$ cat config.mk
export PLATFORM = sky130hd
export DESIGN_NAME = serial_command_line_parser
export DESIGN_NICKNAME = d
export VERILOG_FILES = /design/src/design/sclp_pkg.sv /design/src/design/serial_command_line_parser.sv /design/src/design/sclp_line_parser.sv /design/src/design/sclp_store.sv
export VERILOG_INCLUDE_DIRS = /design/src /design/src/design
export SDC_FILE = /design/constraint.sdc
export NUM_CORES = 1
export LEC_CHECK = 0
export ABC_AREA = 1
export BUFFER_PORTS_ARGS = -buffer_cell sky130_fd_sc_hd__buf_2
export CAP_MARGIN = 20
export CORE_MARGIN = 1
export CORE_UTILIZATION = 54
export DETAILED_ROUTE_END_ITERATION = 10
export GPL_ROUTABILITY_DRIVEN = 0
export PLACE_DENSITY = 0.8
export SLEW_MARGIN = 20
export SYNTH_ARGS = -nofsm -noshare
export SYNTH_HDL_FRONTEND = slang
export SYNTH_HIERARCHICAL = 1
export SYNTH_SLANG_ARGS = --single-unit
$ cat constraint.sdc
create_clock -name clk_i -period 8.6 [get_ports clk_i]
set_clock_uncertainty 0.05 [all_clocks]
set_input_delay 1.72 -clock clk_i [delete_from_list [all_inputs] [get_ports clk_i]]
set_output_delay 1.72 -clock clk_i [all_outputs]
set_load 0.02 [all_outputs]
$ cat src/design/serial_command_line_parser_assert.svh
// Assertion macros for the serial command line parser.
// Both macros expect clk_i and rst_ni to be in scope.
`ifndef SERIAL_COMMAND_LINE_PARSER_ASSERT_SVH
`define SERIAL_COMMAND_LINE_PARSER_ASSERT_SVH

// Clocked check, disabled while reset is asserted, with a fixed message.
`define SCLP_ASSERT(label, prop) \
  label: assert property (@(posedge clk_i) disable iff (!rst_ni) (prop)) \
    else $error("sclp: check failed");

// Clocked check, disabled while reset is asserted, with a caller message.
`define SCLP_ASSERT_MSG(label, prop, msg) \
  label: assert property (@(posedge clk_i) disable iff (!rst_ni) (prop)) \
    else $error(msg);

`endif

$ cat src/design/sclp_pkg.sv
`timescale 1ns / 1ps
// ----------------------------------------------------------------------------
// sclp_pkg
// Shared constants, codes and types of the serial command line parser.
// ----------------------------------------------------------------------------
package sclp_pkg;

  localparam int NumButtons   = 4;
  localparam int LineCapacity = 16;
  localparam int PotCount     = 2;
  localparam int PotMax       = 1023;
  localparam int MagSat       = 1024;

  localparam int PosW = $clog2(LineCapacity);
  localparam int MagW = 11;
  localparam int PotW = 10;
  localparam int IdxW = 8;

  // Characters
  localparam logic [7:0] CharNul    = 8'h00;
  localparam logic [7:0] CharHt     = 8'h09;
  localparam logic [7:0] CharLf     = 8'h0A;
  localparam logic [7:0] CharCr     = 8'h0D;
  localparam logic [7:0] CharSpace  = 8'h20;
  localparam logic [7:0] CharBang   = 8'h21;
  localparam logic [7:0] CharPlus   = 8'h2B;
  localparam logic [7:0] CharMinus  = 8'h2D;
  localparam logic [7:0] CharZero   = 8'h30;
  localparam logic [7:0] CharOne    = 8'h31;
  localparam logic [7:0] CharNine   = 8'h39;
  localparam logic [7:0] CharColon  = 8'h3A;
  localparam logic [7:0] CharUpperB = 8'h42;
  localparam logic [7:0] CharUpperP = 8'h50;

  // Command kinds
  localparam logic [1:0] KindNone   = 2'd0;
  localparam logic [1:0] KindButton = 2'd1;
  localparam logic [1:0] KindPot    = 2'd2;

  // Number parse phases
  localparam logic [1:0] PhSkip   = 2'd0;
  localparam logic [1:0] PhSign   = 2'd1;
  localparam logic [1:0] PhDigits = 2'd2;
  localparam logic [1:0] PhDone   = 2'd3;

  // Write request from the parser to the button and pot store
  typedef struct packed {
    logic            applied;
    logic            btn_we;
    logic            btn_val;
    logic            pot_we;
    logic [IdxW-1:0] index;
    logic [PotW-1:0] pot_val;
  } sclp_update_t;

endpackage

$ cat src/design/serial_command_line_parser.sv
`timescale 1ns / 1ps
// ----------------------------------------------------------------------------
// serial_command_line_parser
// Parses "!Bn:v" and "!Pn:v" command lines from a serial byte stream.
// ----------------------------------------------------------------------------
// Every accepted byte yields exactly one result transaction carrying the
// button bitmap, both pot values and a flag set when that byte (a CR or LF)
// closed a line whose command was applied. A byte is held in an input
// register, parsed by one short combinational step, and moves into the
// result register once that register is free or being drained; one byte
// per cycle is sustained while the result side keeps taking transactions.
// The button and pot registers themselves form the result payload, so
// they change only when a new result is loaded.
// ----------------------------------------------------------------------------
`include "serial_command_line_parser_assert.svh"

module serial_command_line_parser (
  input  logic                      clk_i,
  input  logic                      rst_ni,
  input  logic                      in_valid_i,
  output logic                      in_ready_o,
  input  logic [7:0]                rx_byte_i,
  output logic                      out_valid_o,
  input  logic                      out_ready_i,
  output logic [3:0]                button_bits_o,
  output logic [sclp_pkg::PotW-1:0] pot_first_o,
  output logic [sclp_pkg::PotW-1:0] pot_second_o,
  output logic                      command_applied_o
);
  import sclp_pkg::*;

  logic         in_valid_q;
  logic [7:0]   in_byte_q;
  logic         out_valid_q;
  logic         applied_q;
  logic         load;
  sclp_update_t upd;

  // Advance the held byte whenever the result register is free or being
  // drained in this cycle.
  assign load       = in_valid_q && (!out_valid_q || out_ready_i);
  assign in_ready_o = !in_valid_q || load;

  // Input register: hold the byte until it moves into the result stage.
  always_ff @(posedge clk_i or negedge rst_ni) begin
    if (!rst_ni) begin
      in_valid_q <= 1'b0;
    end else if (in_ready_o) begin
      in_valid_q <= in_valid_i;
    end
  end

  always_ff @(posedge clk_i) begin
    if (in_valid_i && in_ready_o) begin
      in_byte_q <= rx_byte_i;
    end
  end

  // Line parse state and update decode
  sclp_line_parser u_parser (
    .clk_i  (clk_i),
    .rst_ni (rst_ni),
    .en_i   (load),
    .byte_i (in_byte_q),
    .upd_o  (upd)
  );

  // Button and pot state, doubling as the result payload
  sclp_store u_store (
    .clk_i         (clk_i),
    .rst_ni        (rst_ni),
    .en_i          (load),
    .upd_i         (upd),
    .button_bits_o (button_bits_o),
    .pot_first_o   (pot_first_o),
    .pot_second_o  (pot_second_o)
  );

  // Result register: valid and the applied flag; drop valid once taken.
  always_ff @(posedge clk_i or negedge rst_ni) begin
    if (!rst_ni) begin
      out_valid_q <= 1'b0;
      applied_q   <= 1'b0;
    end else if (load) begin
      out_valid_q <= 1'b1;
      applied_q   <= upd.applied;
    end else if (out_ready_i) begin
      out_valid_q <= 1'b0;
    end
  end

  assign out_valid_o       = out_valid_q;
  assign command_applied_o = applied_q;

  `SCLP_ASSERT_MSG(a_stall_holds_state,
                   out_valid_o && !out_ready_i |=>
                     $stable(button_bits_o) && $stable(pot_first_o) &&
                     $stable(pot_second_o) && $stable(command_applied_o),
                   "sclp: result changed while stalled")
  `SCLP_ASSERT(a_ready_only_when_blocked,
               !in_ready_o |-> in_valid_q && out_valid_q && !out_ready_i)
  `SCLP_ASSERT(a_load_sets_valid, load |=> out_valid_q)

endmodule

$ cat src/design/sclp_line_parser.sv
`timescale 1ns / 1ps
// ----------------------------------------------------------------------------
// sclp_line_parser
// Per-line parse state; decodes one byte per enabled cycle and issues the
// store update when a CR or LF closes a well-formed command line.
// ----------------------------------------------------------------------------
`include "serial_command_line_parser_assert.svh"

module sclp_line_parser (
  input  logic                  clk_i,
  input  logic                  rst_ni,
  input  logic                  en_i,
  input  logic [7:0]            byte_i,
  output sclp_pkg::sclp_update_t upd_o
);
  import sclp_pkg::*;

  logic [PosW-1:0] pos_q, pos_d;
  logic            hdr_q, hdr_d;
  logic [1:0]      kind_q, kind_d;
  logic [IdxW-1:0] idx_q, idx_d;
  logic [1:0]      phase_q, phase_d;
  logic            neg_q, neg_d;
  logic [MagW-1:0] mag_q, mag_d;

  logic            is_eol, is_digit, is_space, is_sign;
  logic [MagW+3:0] mag_next;

  assign is_eol   = (byte_i == CharLf) || (byte_i == CharCr);
  assign is_digit = byte_i inside {[CharZero:CharNine]};
  assign is_space = byte_i inside {CharSpace, [CharHt:CharCr]};
  assign is_sign  = (byte_i == CharPlus) || (byte_i == CharMinus);
  assign mag_next = (MagW+4)'(mag_q) * (MagW+4)'(10) + (MagW+4)'(byte_i - CharZero);

  always_comb begin
    pos_d   = pos_q;
    hdr_d   = hdr_q;
    kind_d  = kind_q;
    idx_d   = idx_q;
    phase_d = phase_q;
    neg_d   = neg_q;
    mag_d   = mag_q;
    upd_o   = '0;
    upd_o.index   = idx_q;
    upd_o.btn_val = (mag_q != '0);
    upd_o.pot_val = neg_q ? '0 :
                    (mag_q > MagW'(PotMax)) ? PotW'(PotMax) : mag_q[PotW-1:0];

    if (is_eol) begin
      if (pos_q != '0) begin
        if ((pos_q >= PosW'(4)) && hdr_q) begin
          if ((kind_q == KindButton) && (idx_q < IdxW'(NumButtons))) begin
            upd_o.applied = 1'b1;
            upd_o.btn_we  = 1'b1;
          end else if ((kind_q == KindPot) && (idx_q < IdxW'(PotCount))) begin
            upd_o.applied = 1'b1;
            upd_o.pot_we  = 1'b1;
          end
        end
        // clear the line
        pos_d   = '0;
        hdr_d   = 1'b0;
        kind_d  = KindNone;
        idx_d   = '0;
        phase_d = PhSkip;
        neg_d   = 1'b0;
        mag_d   = '0;
      end
    end else if (pos_q < PosW'(LineCapacity - 1)) begin
      case (pos_q)
        PosW'(0): hdr_d = (byte_i == CharBang);
        PosW'(1): kind_d = (byte_i == CharUpperB) ? KindButton :
                           (byte_i == CharUpperP) ? KindPot : KindNone;
        PosW'(2): idx_d = IdxW'(byte_i - CharOne);
        PosW'(3): hdr_d = hdr_q && (byte_i == CharColon);
        default: begin
          if (byte_i == CharNul) begin
            phase_d = PhDone;
          end else if (phase_q != PhDone) begin
            if (is_digit) begin
              mag_d   = (mag_next > (MagW+4)'(MagSat)) ? MagW'(MagSat)
                                                      : mag_next[MagW-1:0];
              phase_d = PhDigits;
            end else if ((phase_q == PhSkip) && is_space) begin
              phase_d = PhSkip;
            end else if ((phase_q == PhSkip) && is_sign) begin
              neg_d   = (byte_i == CharMinus);
              phase_d = PhSign;
            end else begin
              phase_d = PhDone;
            end
          end
        end
      endcase
      pos_d = pos_q + PosW'(1);
    end
  end

  always_ff @(posedge clk_i or negedge rst_ni) begin
    if (!rst_ni) begin
      pos_q   <= '0;
      hdr_q   <= 1'b0;
      kind_q  <= KindNone;
      idx_q   <= '0;
      phase_q <= PhSkip;
      neg_q   <= 1'b0;
      mag_q   <= '0;
    end else if (en_i) begin
      pos_q   <= pos_d;
      hdr_q   <= hdr_d;
      kind_q  <= kind_d;
      idx_q   <= idx_d;
      phase_q <= phase_d;
      neg_q   <= neg_d;
      mag_q   <= mag_d;
    end
  end

  `SCLP_ASSERT(a_pos_bounded, pos_q <= PosW'(LineCapacity - 1))
  `SCLP_ASSERT_MSG(a_mag_saturates, mag_q <= MagW'(MagSat), "sclp: magnitude above limit")
  `SCLP_ASSERT_MSG(a_apply_on_eol, upd_o.applied |-> is_eol && (pos_q >= PosW'(4)),
                   "sclp: command applied without line end")

endmodule

$ cat src/design/sclp_store.sv
`timescale 1ns / 1ps
// ----------------------------------------------------------------------------
// sclp_store
// Button and potentiometer state; takes one update per enabled cycle.
// ----------------------------------------------------------------------------
module sclp_store (
  input  logic                          clk_i,
  input  logic                          rst_ni,
  input  logic                          en_i,
  input  sclp_pkg::sclp_update_t        upd_i,
  output logic [3:0]                    button_bits_o,
  output logic [sclp_pkg::PotW-1:0]     pot_first_o,
  output logic [sclp_pkg::PotW-1:0]     pot_second_o
);
  import sclp_pkg::*;

  logic [NumButtons-1:0] btn_q, btn_d;
  logic [PotW-1:0]       pot0_q, pot0_d;
  logic [PotW-1:0]       pot1_q, pot1_d;

  always_comb begin
    btn_d  = btn_q;
    pot0_d = pot0_q;
    pot1_d = pot1_q;
    for (int i = 0; i < NumButtons; i++) begin
      if (upd_i.btn_we && (upd_i.index == IdxW'(i))) begin
        btn_d[i] = upd_i.btn_val;
      end
    end
    if (upd_i.pot_we && (upd_i.index == IdxW'(0))) begin
      pot0_d = upd_i.pot_val;
    end
    if (upd_i.pot_we && (upd_i.index == IdxW'(1))) begin
      pot1_d = upd_i.pot_val;
    end
  end

  always_ff @(posedge clk_i or negedge rst_ni) begin
    if (!rst_ni) begin
      btn_q  <= '0;
      pot0_q <= '0;
      pot1_q <= '0;
    end else if (en_i) begin
      btn_q  <= btn_d;
      pot0_q <= pot0_d;
      pot1_q <= pot1_d;
    end
  end

  // Only the first four buttons are visible; missing ones read as zero.
  for (genvar g = 0; g < 4; g++) begin : g_btn_out
    if (g < NumButtons) begin : g_live
      assign button_bits_o[g] = btn_q[g];
    end else begin : g_absent
      assign button_bits_o[g] = 1'b0;
    end
  end

  assign pot_first_o  = pot0_q;
  assign pot_second_o = pot1_q;

endmodule
# After elaboration in Yosys (flattened, before gate mapping)
# Cells that the tools add are included.
# Widths: inputs -> output; s select.
word_totals:
  memories: 0
  input_bits: 12
  mem_bits_ro: 0
  ram_bits: 0
  latchBits: 0
  out_inout_bits: 27
  regBits: 64
  wordCells: 162
classes:
  mul: 1
  shifts: 0
  eq_ne: 23
  n_lt_le_gt_ge: 10
  muxes: 55
  reduce_logical: 52
  div: 0
  bitwise_logic: 0
  add_sub_neg: 4
op_table:
  columns: ["operator", "n"]
  rows:
  - ["$mux 11", 8]
  - ["$eq 8x6->1 const B", 5]
  - ["$mux 2", 17]
  - ["$mux 8", 4]
  - ["$mux 1", 20]
  - ["$mux 10", 2]
  - ["$eq 8x2->1 const B", 2]
  - ["$eq 8x4->1 const B", 2]
  - ["$eq 8x7->1 const B", 2]
  - ["$logic_and 1x1->1", 16]
  - ["$logic_not 8->1", 2]
  - ["$reduce_bool 2->1", 8]
  - ["$add 15x15->15", 1]
  - ["$gt 15x11->1 const B", 1]
  - ["$mul 11x3->14 const B", 1]
  - ["$mux 4", 3]
  - ["$reduce_and 2->1", 6]
  - ["$reduce_and 4->1", 3]
  - ["$gt 11x10->1 const B", 1]
  - ["$reduce_bool 11->1", 1]
  - ["$reduce_and 9->1", 1]
  - ["$sub 8x6->9 const B", 1]
  - ["$eq 4x2->1 const B", 2]
  - ["$eq 8x1->1 const B", 1]
  - ["other kinds (26)", 35]

# Logic depth before layout (Yosys ltp)
# Gate-level depths: netlist (run 1).
logic_depth:
  ltp_word: 11
  mapped_depth: 22
  depth_no_buf: 22

# Cells and area by module
# Netlist (run 1), hierarchy kept.
by_module_without_submodules:
  columns: ["module", "seq_area_each_um2", "area_each_um2", "n_inst", "cells_per_inst"]
  rows:
  - ["sclp_line_parser", 725.7, 3350.7, 1, 503]
  - ["sclp_store", 600.6, 1119.8, 1, 125]
  - ["serial_command_line_parser", 315.3, 370.4, 1, 23]

# Least setup slack after synthesis (run 1)
# No wires, ideal clock.
synth_timing:
  kind: "input to output"
  start: "input port out_ready_i"
  end: "output port in_ready_o"
  arrival_ps: 1934
  n_path_buf: 0
  required_time_ps: 6830
  slack_ps: 4896
  path_stages: 2
  path_cell_list: "inv_1 -> nand3_2"
synth_via:
  elab_chain_cells: 3
synth_rtl:
  columns: ["element", "line_no", "source"]
  rows:
  - ["start: declaration", "serial_command_line_parser.sv:24", "input logic out_ready_i,"]
  - ["$logic_or 1x1->1", "serial_command_line_parser.sv:41", "assign load = in_valid_q && (!out_valid_q || out_ready_i);"]
  - ["$logic_and 1x1->1", "serial_command_line_parser.sv:41", null]
  - ["$logic_or 1x1->1", "serial_command_line_parser.sv:42", "assign in_ready_o = !in_valid_q || load;"]
  - ["end: declaration", "serial_command_line_parser.sv:21", "output logic in_ready_o,"]
# No other way between the ends.

# Worst setup path after layout (run 1)
# Ends and elaborated chain as after synthesis.

==> reports/results.ini, run 1 <==
[outcome]
outcome=complete, no violations

[logic_synthesis]
syn-num-nets=708
yosysTopAreaCell=dfrtp_1
synth_edf_count=8
synthTopCellsByArea=dfrtp_1 29%, nand2_1 13%, ha_1 11%
ys_seq_elements=64
async_flop_share=0.875
synth_top_flop_cell=dfrtp_1
synthCells=651
synth_cell_type_count=44
avgSynthCellArea_um2=7.44
synth_common_cells=165 x nand2_1, 84 x inv_1, 70 x nor2_1, 56 x dfrtp_1, 50 x nand3_1
netlist_area_um2=4840
netlist.area_leader.share=0.289
ys_seq_area_frac=0.339
yosysMostFrequentCell=nand2_1
yosysWarnings=6

[layout]
drive_gt1_frac=0.153
stdcell_count=802
n_fill_cell=764
nets=746
syn_to_final_growth_pct=9.56
finalInstanceArea_um2=5300
n_antenna_cell=0

[global_route]
grt_max_degree=57
antenna_found_initial=0
grt_pass1_wl_um=18800
grt_pass1_vias=4225
grtUsageTotal=0.241
grt_overflow_total=0

[critical_path]
start_kind=primary input
worstSetupPathType=in2out
path_max_fanout=3
slowest_stage=buf_2
cpMostUsedCell=buf_2
critPathMaxStageDelay_ps=170
cp_cell_sequence=buf_2 > inv_1 > nand3_2 > buf_2
worstPathArrival_ps=2140
required_ps=6830
end_kind=output pin

[clock_network]
clock_path_buffers=2
post-cts-setup-buffers=0
ctsResizeCount=0
clockRootBuffer=clkbuf_8
insertion_delay_ps=340
cts_tree=done
clkSlewWorstSetupHoldPaths_ps=70
hold_buffers=0
cts.sinks=64
numCtsBuffers=9
cts.htree.levels=3

[sta]
fmax_mhz=255
grt_setup_unrepaired=no
worst_pin_slew_ps=688
hold_viol_final=0
setup_viol=0
tns_ps=0
post-route-period-util=0.455
slew_headroom=0.541
maxSlewViolCount=0
period_minus_slack_ps=3910
holdWs_ps=425

[drt]
drcViolationCount=0
routed_wl_um=10600
wl_per_cell_um=13.2
vias=4361
detail_route.vias_per_cell=5.44
dr.pass1.iters=5
ant_nets=0
drtIter0Drc=294

[die]
rows=34
die_w_um=96.7
io_pins=39
dieHeight_um=96.7
core_area_um2=8720
initial_core_util=0.555
dieArea_um2=9350

[power_and_ir_drop]
irDropWorstVdd_mv=0.127
p_leak_nw=2.89
powerDensity_nw_per_um2=258
power_mw=1.37

[flow_run]
cap_violations=0

[hold_path]
hp-class=reg2reg

[place]
dp_cells=786
port_buffers=38
hpwl_um=8060
post_dp_cell_area_um2=5090

## flip-flops by register name (all words and copies together) (netlist names)
signal	count
u_parser/mag_q	11
u_store/pot_first_o	10
in_valid_q	1
u_parser/pos_q	4
u_parser/phase_q	2
u_parser/kind_q	2
u_parser/neg_q	1
in_byte_q	8
u_parser/idx_q	8
out_valid_o	1
u_store/button_bits_o	4
u_parser/hdr_q	1
u_store/pot_second_o	10
command_applied_o	1
## final timing paths
| check | startpoint | to | slack, ps | cells past startpoint |
|---|---|---|---|---|
| worst max-delay path | out_ready_i | in_ready_o | 4690 | 4 |
| worst min-delay path | command_applied_o | command_applied_o | 430 | 2 |
| worst max register to register | u_parser/mag_q[3] | u_parser/mag_q[7] | 4740 | 20 |
| worst min register to register | command_applied_o | command_applied_o | 430 | 2 |
| max in group asynchronous | rst_ni | u_parser/mag_q[7] | 6570 | 2 |
| min in group asynchronous | rst_ni | u_store/button_bits_o[1] | 1440 | 2 |
## per-stage QoR
stage                     worst slack, ps   util
after CTS                            4680  0.608
after floorplan                      4900      -
after detailed placement             4680  0.584
after global placement               4690  0.584
final                                4690  0.608
after global routing                 4360  0.608
## cell families after synthesis
group / count (synthesis) / share of synthesized area
AND/OR/NAND/NOR: 351 / 0.334
buffers and inverters: 100 / 0.0863
AO/OA/AOI/OAI: 76 / 0.0943
flip-flops: 64 / 0.339
XOR/XNOR: 15 / 0.0271
adder cells (fa/ha/maj): 45 / 0.119
## metal layers
layer	GRT usage	vias up	share of wire
li1	-	2196	-
met1	0.310	2012	0.46
met2	0.418	139	0.48
met3	0.0405	14	0.046
met4	0.0677	0	0.012
met5	0	-	0
## cells in the final DEF (no fill, tap or decap), types with 3 or more instances in the layout
| cell | count |
|---|---|
| a21oi_1 | 21 |
| a31oi_1 | 4 |
| buf_2 | 38 |
| clkbuf_8 | 10 |
| clkinv_2 | 3 |
| dfrtp_1 | 56 |
| edfxtp_1 | 8 |
| ha_1 | 43 |
| inv_1 | 84 |
| inv_2 | 3 |
| nand2_1 | 165 |
| nand2_2 | 16 |
| nand3_1 | 50 |
| nand3_2 | 3 |
| nand4_1 | 19 |
| nor2_1 | 70 |
| nor2_2 | 7 |
| nor2_4 | 3 |
| nor3_1 | 6 |
| o21ai_0 | 17 |
| o21ai_1 | 12 |
| o21ai_2 | 11 |
| o31ai_1 | 3 |
| xnor2_1 | 4 |
| xor2_1 | 11 |
## power breakdown
group          total (mW)  switching, mW  internal (mW)
Clock               0.279          0.121          0.158
Combinational       0.657          0.429          0.228
Sequential          0.433         0.0718          0.361
## critical path: cells and delay by family
| kind | cells | cell delay [ps] |
|---|---|---|
| buffers and inverters | 3 | 340 |
| and+or+nand+nor | 1 | 80 |
## final cells by class
class	instances	area [um2]	area share
repair buffers	39	198	0.0373
clock buffers	11	163	0.0307
well taps	108	135	0.0255
flip-flops and latches	64	1640	0.310
inverters	88	333	0.0628
multi-input cells	487	2780	0.524
clock inverters	5	52.6	0.00991
Power figures use the tool's default switching activity.
==> run 2, diff against run 1 <==
==> constraint.sdc (replaced) <==
create_clock -name clk_i -period 4 [get_ports clk_i]
set_clock_uncertainty 0.05 [all_clocks]
set_input_delay 0.8 -clock clk_i [delete_from_list [all_inputs] [get_ports clk_i]]
set_output_delay 0.8 -clock clk_i [all_outputs]
set_load 0.02 [all_outputs]
==> run 2 against run 1 <==
- first-iteration DRC count is 6.8% lower
- clock power is 95% higher
- via count is 0.25% lower
- largest cell class unchanged
- total power is 110% higher
- routed wire length is 1.4% lower
- utilization is 0.17 points lower
- sequential power is 110% higher
- clock-buffer cell count is 1 higher
- critical endpoint is now u_parser/mag_q[8]
- highest routed layer unchanged
==> reports/results.ini, run 2 (synthesis results as in run 1) <==
[clock_network]
cts.sinks=64
clock_path_buffers=2
numCtsBuffers=9
cts_tree=done
insertion_delay_ps=330
post-cts-setup-buffers=0
cts.htree.levels=3
clkSlewWorstSetupHoldPaths_ps=80
clockRootBuffer=clkbuf_8

[drt]
ant_nets=0
drtIter0Drc=274
routed_wl_um=10400
drcViolationCount=0
vias=4350
dr.pass1.iters=5
wl_per_cell_um=13.0
detail_route.vias_per_cell=5.42

[place]
port_buffers=38
hpwl_um=8160

[critical_path]
worstPathArrival_ps=3950
start_kind=flip-flop
path_max_fanout=10
worstSetupPathType=reg2reg
end_kind=flip-flop
required_ps=4200

[layout]
largest_register_ffs=11
n_fill_cell=746
final_cell_mix=164 x nand2_1, 84 x inv_1, 70 x nor2_1
syn_to_final_growth_pct=9.25
seq_area_um2=1640
regMostFlops=u_parser/mag_q
drive_gt1_frac=0.153
fin_util=0.606
n_antenna_cell=0
nets=747
layout_commonest_cell=nand2_1
multi_input_area_um2=2790

[die]
die_w_um=96.7
rows=34
dieHeight_um=96.7
io_pins=39
dieArea_um2=9350
core_area_um2=8720
initial_core_util=0.555

[hold_path]
hp-class=in2async

[flow_run]
cap_violations=0

[sta]
post-route-period-util=0.937
maxSlewViolCount=0
setup_viol=0
worst_pin_slew_ps=693
hold_viol_final=0
grt_setup_unrepaired=no
tns_ps=0
fmax_mhz=267
slew_headroom=0.536
period_minus_slack_ps=3750
holdWs_ps=404

[global_route]
grt_max_degree=31
grt_overflow_total=0
grt_pass1_vias=4067
grt_pass1_wl_um=17800
antenna_found_initial=0
grtUsageTotal=0.228

[power_and_ir_drop]
irDropWorstVdd_mv=0.225
power_mw=2.92
powerDensity_nw_per_um2=553
p_leak_nw=2.88

[outcome]
outcome=complete, no violations

run 2: cell types whose count changed in the layout (fill, tap and decap cells not counted), sizes merged:
cell      delta
buf          +1
clkinvlp     -1
clkinv       -2
inv          +1
clkbuf       +1
run 2: timing repair:
action / 4_1_cts / 5_1_grt
hold buffers: 0 / 0
resized for setup: 0 / 2
endpoints found under the setup margin: 0 / 11
run 2: path summary, 6_finish.rpt:
| check | from | end | slack (ps) | depth (start not counted) |
|---|---|---|---|---|
| max | u_parser/mag_q[3] | u_parser/mag_q[8] | 250 | 20 |
| min | rst_ni | out_valid_o | 400 | 1 |
| max reg2reg | u_parser/mag_q[3] | u_parser/mag_q[8] | 250 | 20 |
| min reg2reg | command_applied_o | command_applied_o | 430 | 2 |
| max in group asynchronous | rst_ni | u_parser/mag_q[10] | 2700 | 2 |
| min in group clk_i | command_applied_o | command_applied_o | 430 | 2 |
run 2: worst max-delay path: stages, from the launching register on:
cell and delay [ps]:
dfrtp_1 420, ha_1 310, ha_1 380, a21o_1 200
a31oi_1 190, xor2_1 240, inv_1 70, ha_1 360
nand2_1 160, inv_1 60, a21oi_1 240, nand2_1 140
nand2_1 90, nand2_1 50, nand2_1 70, nand2_1 50
nor2_1 90, nand2_1 90, nor2_4 200, nand4_1 130
nand2_1 80
run 2: area by class of cell:
cell class	count	area share
clock buffers	12	0.0274
clock inverters	3	0.00781
multi-input cells	487	0.527
inverters	88	0.0629
well taps	108	0.0256
flip-flops and latches	64	0.310
repair buffers	40	0.0388
run 2: power by group:
group / internal (mW) / switching [mW] / total, mW / leakage (nW)
sequential: 0.777 / 0.136 / 0.913 / 0.807
combinational: 0.495 / 0.972 / 1.47 / 1.98
clock: 0.302 / 0.242 / 0.544 / 0.0968
total: 1.57 / 1.35 / 2.92 / 2.88
run 2: stage by stage:
step / cell area, um2 / std cells / setup WS [ps]
3_3_place_gp: 5100 / 787 / 417
4_1_cts: 5280 / 802 / 227
2_1_floorplan: 4840 / 651 / 707
5_1_grt: 5290 / 802 / 15.4
6_report: 5290 / 802 / 251
3_5_place_dp: 5100 / 787 / 254
run 2: metal layers:
| layer | wire length, um | global-route usage |
|---|---|---|
| met5 | 0 | 0 |
| met3 | 482 | 0.0368 |
| met1 | 4880 | 0.296 |
| met4 | 144 | 0.0631 |
| met2 | 4910 | 0.393 |
